## src/hdl/fp32r_pkg.sv

```systemverilog
// package: op codes and constants for the fp32 round-to-integral unit
package fp32r_pkg;
    typedef enum logic [2:0] {
        OP_CEIL  = 3'd0,
        OP_FLOOR = 3'd1,
        OP_TRUNC = 3'd2,
        OP_RNE   = 3'd3,
        OP_FRAC  = 3'd4
    } t_op;

    localparam logic [31:0] SIGN_BIT  = 32'h8000_0000;
    localparam logic [30:0] EXP_INF   = 31'h7F80_0000;
    localparam logic [31:0] QUIET_BIT = 32'h0040_0000;
    localparam logic [31:0] ONE_BITS  = 32'h3F80_0000;
    localparam logic [31:0] CANON_NAN = 32'h7FC0_0000;

    typedef struct packed {
        logic [2:0]  op;
        logic [31:0] value;
    } t_item;
endpackage

```

## src/hdl/fp32r_if.sv

```systemverilog
// valid/ready stream interface carrying one payload per beat
interface fp32r_if #(
    parameter int W = 32
);
    logic         valid;
    logic         ready;
    logic [W-1:0] data;
    modport source (output valid, output data, input ready);
    modport sink (input valid, input data, output ready);
endinterface

```

## src/hdl/fp32_round_to_integral_unit.sv

```systemverilog
// top level: input register, rounding datapath, output register
// One result per operand; one operand accepted per cycle while the output is not
// back-pressured. An operand is held in the input register, passes the rounding
// datapath and is then held in the result register. Back-pressure on the output
// stalls both stages; the input side stays ready while a stage is free.
module fp32_round_to_integral_unit
    import fp32r_pkg::*;
(
    input logic i_clk,
    input logic i_rst_n,
    fp32r_if.sink   i_in,
    fp32r_if.source o_out
);
    logic        r_v1, r_v2;
    t_item       r_item;
    logic [31:0] r_res, core_res;
    logic        adv2, adv1;

    assign adv2 = !r_v2 || o_out.ready;
    assign adv1 = !r_v1 || adv2;
    assign i_in.ready = adv1;
    assign o_out.valid = r_v2;
    assign o_out.data = r_res;

    fp32r_core u_core (.i_op(r_item.op), .i_value(r_item.value), .o_result(core_res));

    always_ff @(posedge i_clk) begin
        if (!i_rst_n) begin
            r_v1 <= 1'b0;
            r_v2 <= 1'b0;
        end else begin
            if (adv1) r_v1 <= i_in.valid;
            if (adv2) r_v2 <= r_v1;
        end
    end

    always_ff @(posedge i_clk) begin
        if (adv1 && i_in.valid) r_item <= t_item'(i_in.data);
        if (adv2 && r_v1) r_res <= core_res;
    end

`ifndef SYNTHESIS
    a_hold: assert property (@(posedge i_clk) disable iff (!i_rst_n)
        r_v2 && !o_out.ready |=> r_v2 && $stable(r_res))
        else $error("result lost under stall");
    a_move: assert property (@(posedge i_clk) disable iff (!i_rst_n)
        r_v1 && adv2 |=> r_v2)
        else $error("stage 1 beat dropped");
    a_ready: assert property (@(posedge i_clk) disable iff (!i_rst_n)
        !r_v1 |-> i_in.ready)
        else $error("input stalled with free stage");
`endif
endmodule

```

## src/hdl/fp32r_core.sv

```systemverilog
// combinational round / frac datapath for one binary32 operand
module fp32r_core
    import fp32r_pkg::*;
(
    input  logic [2:0]  i_op,
    input  logic [31:0] i_value,
    output logic [31:0] o_result
);
    logic [31:0] x_mask, rem, tr, half, lsb, rnd, frc, m, f, fs;
    logic [30:0] mag;
    logic [7:0]  bexp;
    logic [4:0]  k, p, e;
    logic        neg, up;

    always_comb begin
        mag  = i_value[30:0];
        bexp = mag[30:23];
        neg  = i_value[31];
        k    = 5'(8'd150 - bexp);
        x_mask = (32'd1 << k) - 32'd1;
        rem  = i_value & x_mask;
        tr   = i_value & ~x_mask;
        half = 32'd1 << (k - 5'd1);
        lsb  = 32'd1 << k;
        // rounding direction
        unique case (i_op)
            OP_CEIL:  up = !neg;
            OP_FLOOR: up = neg;
            OP_RNE: begin
                if (bexp < 8'd127) up = (bexp == 8'd126) && (mag[22:0] != 23'd0);
                else up = (rem > half) || ((rem == half) && ((tr & lsb) != 32'd0));
            end
            default: up = 1'b0;
        endcase
        if (mag == 31'd0 || bexp >= 8'd150) rnd = i_value;
        else if (bexp < 8'd127) rnd = up ? ({i_value[31], 31'd0} | ONE_BITS)
                                         : {i_value[31], 31'd0};
        else if (rem == 32'd0) rnd = i_value;
        else rnd = up ? tr + lsb : tr;

        // fractional part: normalize the leftover bits
        e = 5'(bexp - 8'd127);
        m = {8'd0, 1'b1, mag[22:0]};
        f = m & ((32'd1 << (5'd23 - e)) - 32'd1);
        p = 5'd0;
        for (int i = 0; i < 23; i++) begin
            if (f[i]) p = 5'(i);
        end
        fs = (f << (5'd23 - p)) & 32'h007F_FFFF;
        if (mag == 31'd0 || bexp >= 8'd150) frc = 32'd0;
        else if (bexp < 8'd127) frc = i_value;
        else if (f == 32'd0) frc = 32'd0;
        else frc = {i_value[31], 8'(9'(p) + 9'(e) + 9'd104), fs[22:0]};

        if (mag > EXP_INF) o_result = i_value | QUIET_BIT;
        else if (mag == EXP_INF) o_result = (i_op == OP_FRAC) ? CANON_NAN : i_value;
        else if (i_op <= OP_RNE) o_result = rnd;
        else if (i_op == OP_FRAC) o_result = frc;
        else o_result = i_value;
    end
endmodule
```

## src/flat_wrapper.sv

```systemverilog
// flat-port wrapper written by rule: the top's interface ports become plain ports
module fp32_round_to_integral_unit_flat import fp32r_pkg::*;
  (i_clk, i_rst_n, i_in_valid, i_in_data, i_in_ready, o_out_valid, o_out_data, o_out_ready);
  fp32r_if i_in_i ();
  fp32r_if o_out_i ();
  input logic i_clk;
  input logic i_rst_n;
  input wire logic [$bits(i_in_i.valid)-1:0] i_in_valid;
  input wire logic [$bits(i_in_i.data)-1:0] i_in_data;
  output wire logic [$bits(i_in_i.ready)-1:0] i_in_ready;
  output wire logic [$bits(o_out_i.valid)-1:0] o_out_valid;
  output wire logic [$bits(o_out_i.data)-1:0] o_out_data;
  input wire logic [$bits(o_out_i.ready)-1:0] o_out_ready;
  assign i_in_i.valid = i_in_valid;
  assign i_in_i.data = i_in_data;
  assign i_in_ready = i_in_i.ready;
  assign o_out_valid = o_out_i.valid;
  assign o_out_data = o_out_i.data;
  assign o_out_i.ready = o_out_ready;
  fp32_round_to_integral_unit u_core (.i_clk(i_clk), .i_rst_n(i_rst_n), .i_in(i_in_i), .o_out(o_out_i));
endmodule
```

## config.mk

```make
export PLATFORM = sky130hd
export DESIGN_NAME = fp32_round_to_integral_unit_flat
export DESIGN_NICKNAME = d
export VERILOG_FILES = /design/src/hdl/fp32r_pkg.sv /design/src/hdl/fp32r_if.sv /design/src/hdl/fp32_round_to_integral_unit.sv /design/src/hdl/fp32r_core.sv /design/src/flat_wrapper.sv
export SDC_FILE = /design/constraint.sdc
export NUM_CORES = 1
export LEC_CHECK = 0
export ABC_AREA = 1
export BUFFER_PORTS_ARGS = -buffer_cell sky130_fd_sc_hd__buf_2
export CORE_UTILIZATION = 30
export DETAILED_ROUTE_END_ITERATION = 8
export PLACE_DENSITY = 0.51
export SLEW_MARGIN = 10
export SYNTH_ARGS = -nofsm -noshare
export SYNTH_HDL_FRONTEND = slang
export SYNTH_SLANG_ARGS = --single-unit
```

## constraint.sdc

```tcl
create_clock -name i_clk -period 4.9 [get_ports i_clk]
set_clock_uncertainty 0.15 [all_clocks]
set_input_delay 0.735 -clock i_clk [delete_from_list [all_inputs] [get_ports i_clk]]
set_output_delay 0.735 -clock i_clk [all_outputs]
set_load 0.03 [all_outputs]
```

==> load_flow_metrics.sql <==
INSERT INTO impl_metrics (metric_group, metric, value, unit) VALUES
('outcome', 'result_of_the_run', 'finished clean', ''),
('routing', 'maxUsedRoutingLayer', 'met4', ''),
('final_layout', 'layout-area-overhead-vs-synth', '16.6', '%'),
('clocking', 'clk_pin_slew', '0.06', 'ns'),
('critical_path', 'critPathMaxFanout', '13', ''),
('routing', 'routed_wl', '26200', 'µm'),
('grt', 'grt_max_degree', '36', ''),
('logic_synthesis', 'synth_sequential_area_ratio', '29.7', '%'),
('timing', 'final_critical_path_required_period', '4.51', 'ns'),
('final_layout', 'layout.cells.most_common_list', 'sky130_fd_sc_hd__nand2_1 (288), sky130_fd_sc_hd__nor2_1 (127), sky130_fd_sc_hd__inv_1 (124), sky130_fd_sc_hd__nand3_1 (100)', ''),
('routing', 'dr.pass1.iters', '5', ''),
('critical_path', 'kind_of_critical_path', 'reg -> reg', ''),
('routing', 'wirelength_met1', '11300', 'µm'),
('final_layout', 'nets', '1166', ''),
('pwr', 'power.ir.vdd_worst', '0.000146', 'V'),
('logic_synthesis', 'ys_async_sr_fraction', '0', '%'),
('worst_hold_path', 'min-delay-path-class', 'reg -> reg', ''),
('floorplan', 'fp.dieArea', '0.0226', 'mm²'),
('placed_design', 'place.gp.congestion', '1.01', ''),
('final_layout', 'layout-drive-gt1-share', '14.1', '%'),
('placed_design', 'postPlaceCellArea', '0.00731', 'mm²'),
('logic_synthesis', 'post_synth_num_cell_types', '45', ''),
('grt', 'first_global_vias', '6765', ''),
('timing', 'final_critical_path_setup_slack', '0.386', 'ns'),
('critical_path', 'reg2reg_from', 'u_core.r_item[26]$_DFFE_PP_', ''),
('floorplan', 'design.core.area', '0.0213', 'mm²'),
('final_layout', 'area_of_the_multi_input_gates', '0.00405', 'mm²'),
('timing', 'maxSlewViolCount', '0', ''),
('logic_synthesis', 'yosys_register_bits', '66', ''),
('final_layout', 'mostFrequentLayoutCell', 'sky130_fd_sc_hd__nand2_1', ''),
('placed_design', 'numPortBuffers', '69', ''),
('critical_path', 'worstSetupEndpointType', 'register', ''),
('clocking', 'ctsHtreeMaxLevel', '3', ''),
('clocking', 'clk_latency', '0.34', 'ns'),
('worst_hold_path', 'worst_hold_startpoint', 'u_core.o_out.valid$_SDFFE_PN0P_', ''),
('floorplan', 'core_rows', '53', ''),
('timing', 'fin_hold_ws', '0.382', 'ns'),
('grt', 'antenna_violations_before_repair', '1', ''),
('critical_path', 'worst_path_required', '4.83', 'ns'),
('routing', 'via_per_inst', '5.26', ''),
('routing', 'dr_wl_met3', '1530', 'µm'),
('logic_synthesis', 'yosys_most_used_dff', 'sky130_fd_sc_hd__edfxtp_1', ''),
('timing', 'min_period_over_period', '92.1', '%'),
('floorplan', 'chipHeight', '150', 'µm'),
('timing', 'timing.final.setup_violations', '0', ''),
('routing', 'detailroute.via_count', '7298', ''),
('logic_synthesis', 'syn-cell-area', '0.00660', 'mm²'),
('critical_path', 'crit_path_start_kind', 'register', ''),
('critical_path', 'critPathArrivalTime', '4.44', 'ns'),
('pwr', 'powerDensity', '251', 'mW/mm²'),
('routing', 'route.antenna.remaining_nets', '0', ''),
('grt', 'grt_pass1_wl', '39300', 'µm'),
('clocking', 'cts_root_buffer', 'sky130_fd_sc_hd__clkbuf_16', ''),
('floorplan', 'design.portCount', '70', ''),
('clocking', 'tritoncts', 'built', ''),
('floorplan', 'initial_core_util', '31.0', '%'),
('routing', 'wl_per_cell', '18.9', 'µm'),
('pwr', 'cellLeakagePower', '3.84', 'nW'),
('job', 'drv.max_cap_violation_count', '0', ''),
('logic_synthesis', 'post_synth.cell_area_avg', '6.43', 'µm²'),
('routing', 'drt_first_iter_violations', '575', ''),
('floorplan', 'die_width', '150', 'µm'),
('timing', 'fin_tns_setup', '0', 'ns'),
('final_layout', 'fillerInstances', '2363', ''),
('logic_synthesis', 'synth.largest_area_cell', 'sky130_fd_sc_hd__edfxtp_1', ''),
('critical_path', 'critical_path.startpoint', 'u_core.r_item[26]$_DFFE_PP_', ''),
('clocking', 'max_root_sink_buffers', '2', ''),
('timing', 'hold_violation_total_from_the_final_report', '0', ''),
('logic_synthesis', 'netlist_top_cells_area', 'sky130_fd_sc_hd__edfxtp_1 (29%), sky130_fd_sc_hd__nand2_1 (16%), sky130_fd_sc_hd__nand3_1 (7.6%)', ''),
('timing', 'relSlewSlack', '24.0', '%'),
('timing', 'unrepaired_setup_endpoints_after_global_routing', 'false', '');
==> per-stage QoR <==
step | instances | utilization [%] | power (mW)
floorplan | 1027 | - | 1.04
global placement | 1366 | 34.3 | 1.21
detailed placement | 1366 | 34.3 | 1.21
CTS | 1382 | 35.9 | 1.93
global route | 1386 | 36.2 | 2.02
finish | 1387 | 36.2 | 1.93
==> flip-flops by register name, indices dropped and copies added (netlist names) <==
| name | cells |
|---|---|
| u_core.o_out.valid | 1 |
| u_core.r_v1 | 1 |
| u_core.o_out.data | 32 |
| u_core.r_item | 32 |
==> final timing paths <==
kind / to / slack, ns / cells past startpoint
worst max-delay path: u_core.o_out.data[30]$_DFFE_PP_ / 0.39 / 23
worst min-delay path: u_core.o_out.valid$_SDFFE_PN0P_ / 0.38 / 2
worst max register to register: u_core.o_out.data[30]$_DFFE_PP_ / 0.39 / 23
worst min register to register: u_core.o_out.valid$_SDFFE_PN0P_ / 0.38 / 2
==> cell usage after synthesis, types with 5 or more instances <==
cell type / number
sky130_fd_sc_hd__a211oi_1: 5
sky130_fd_sc_hd__a21oi_1: 71
sky130_fd_sc_hd__clkbuf_1: 11
sky130_fd_sc_hd__edfxtp_1: 64
sky130_fd_sc_hd__ha_1: 24
sky130_fd_sc_hd__inv_1: 124
sky130_fd_sc_hd__inv_2: 9
sky130_fd_sc_hd__nand2_1: 288
sky130_fd_sc_hd__nand2_2: 9
sky130_fd_sc_hd__nand3_1: 100
sky130_fd_sc_hd__nand4_1: 21
sky130_fd_sc_hd__nor2_1: 130
sky130_fd_sc_hd__nor2_2: 5
sky130_fd_sc_hd__nor3_1: 15
sky130_fd_sc_hd__nor4_1: 5
sky130_fd_sc_hd__o211ai_1: 9
sky130_fd_sc_hd__o21ai_0: 51
sky130_fd_sc_hd__o21ai_1: 5
sky130_fd_sc_hd__o22ai_1: 6
sky130_fd_sc_hd__or2_2: 6
sky130_fd_sc_hd__xnor2_1: 9
sky130_fd_sc_hd__xor2_1: 11
==> power breakdown <==
part	switching, mW	internal [mW]
clock	0.271	0.450
combinational	0.366	0.155
sequential	0.0238	0.663
==> worst max-delay path, stage by stage, from the launching register on <==
cell and delay, ns:
sky130_fd_sc_hd__edfxtp_1 0.40, sky130_fd_sc_hd__buf_4 0.22, sky130_fd_sc_hd__nand2_2 0.19, sky130_fd_sc_hd__inv_1 0.09
sky130_fd_sc_hd__nand2_1 0.10, sky130_fd_sc_hd__o21ai_0 0.12, sky130_fd_sc_hd__nor2_1 0.24, sky130_fd_sc_hd__nand3_1 0.10
sky130_fd_sc_hd__nor2_1 0.23, sky130_fd_sc_hd__xor2_1 0.26, sky130_fd_sc_hd__nor2_1 0.10, sky130_fd_sc_hd__ha_1 0.36
sky130_fd_sc_hd__nand2_1 0.12, sky130_fd_sc_hd__nor2_1 0.27, sky130_fd_sc_hd__nor3b_1 0.36, sky130_fd_sc_hd__nand2_1 0.09
sky130_fd_sc_hd__nand3_1 0.16, sky130_fd_sc_hd__nand3_1 0.15, sky130_fd_sc_hd__nand3_1 0.11, sky130_fd_sc_hd__nand3_1 0.16
sky130_fd_sc_hd__nand2_1 0.14, sky130_fd_sc_hd__nand2_1 0.05, sky130_fd_sc_hd__nand2_1 0.05, sky130_fd_sc_hd__nand2_1 0.04
==> metal layers <==
metal  global-route usage [%]  vias up
met5                        0        -
met4                     9.34        0
met3                     4.24       44
met2                     39.1      278
met1                     30.2     3384
li1                         -     3592
==> kinds of logic (layout without fill, tap and decap cells) <==
| family | count (synthesis) | in the layout | synth area share, % |
|---|---|---|---|
| DFF | 66 | 66 | 29.7 |
| adders and majority gates | 24 | 24 | 4.55 |
| AOI/OAI and AO/OA | 164 | 164 | 13.9 |
| other | 0 | 1 | 0 |
| xor gates and xnor gates | 20 | 20 | 2.65 |
| buffers and inverters | 157 | 241 | 9.54 |
| and+or+nand+nor | 596 | 596 | 39.7 |
==> area by class of cell <==
cell class / instances / area share [%]
multi-input cells: 804 / 52.6
well taps: 275 / 4.47
diodes: 1 / 0.0325
inverters: 136 / 6.70
repair buffers: 89 / 6.44
clock inverters: 7 / 1.32
flip-flops and latches: 66 / 25.5
clock buffers: 9 / 2.93
==> what timing repair did <==
item / CTS / global route
gates resized for setup: 0 / 10
endpoints found under the setup margin: 0 / 15
buffers inserted: 0 / 4
hold buffers: 0 / 0
No activity file was read; power rests on OpenSTA's default activity.
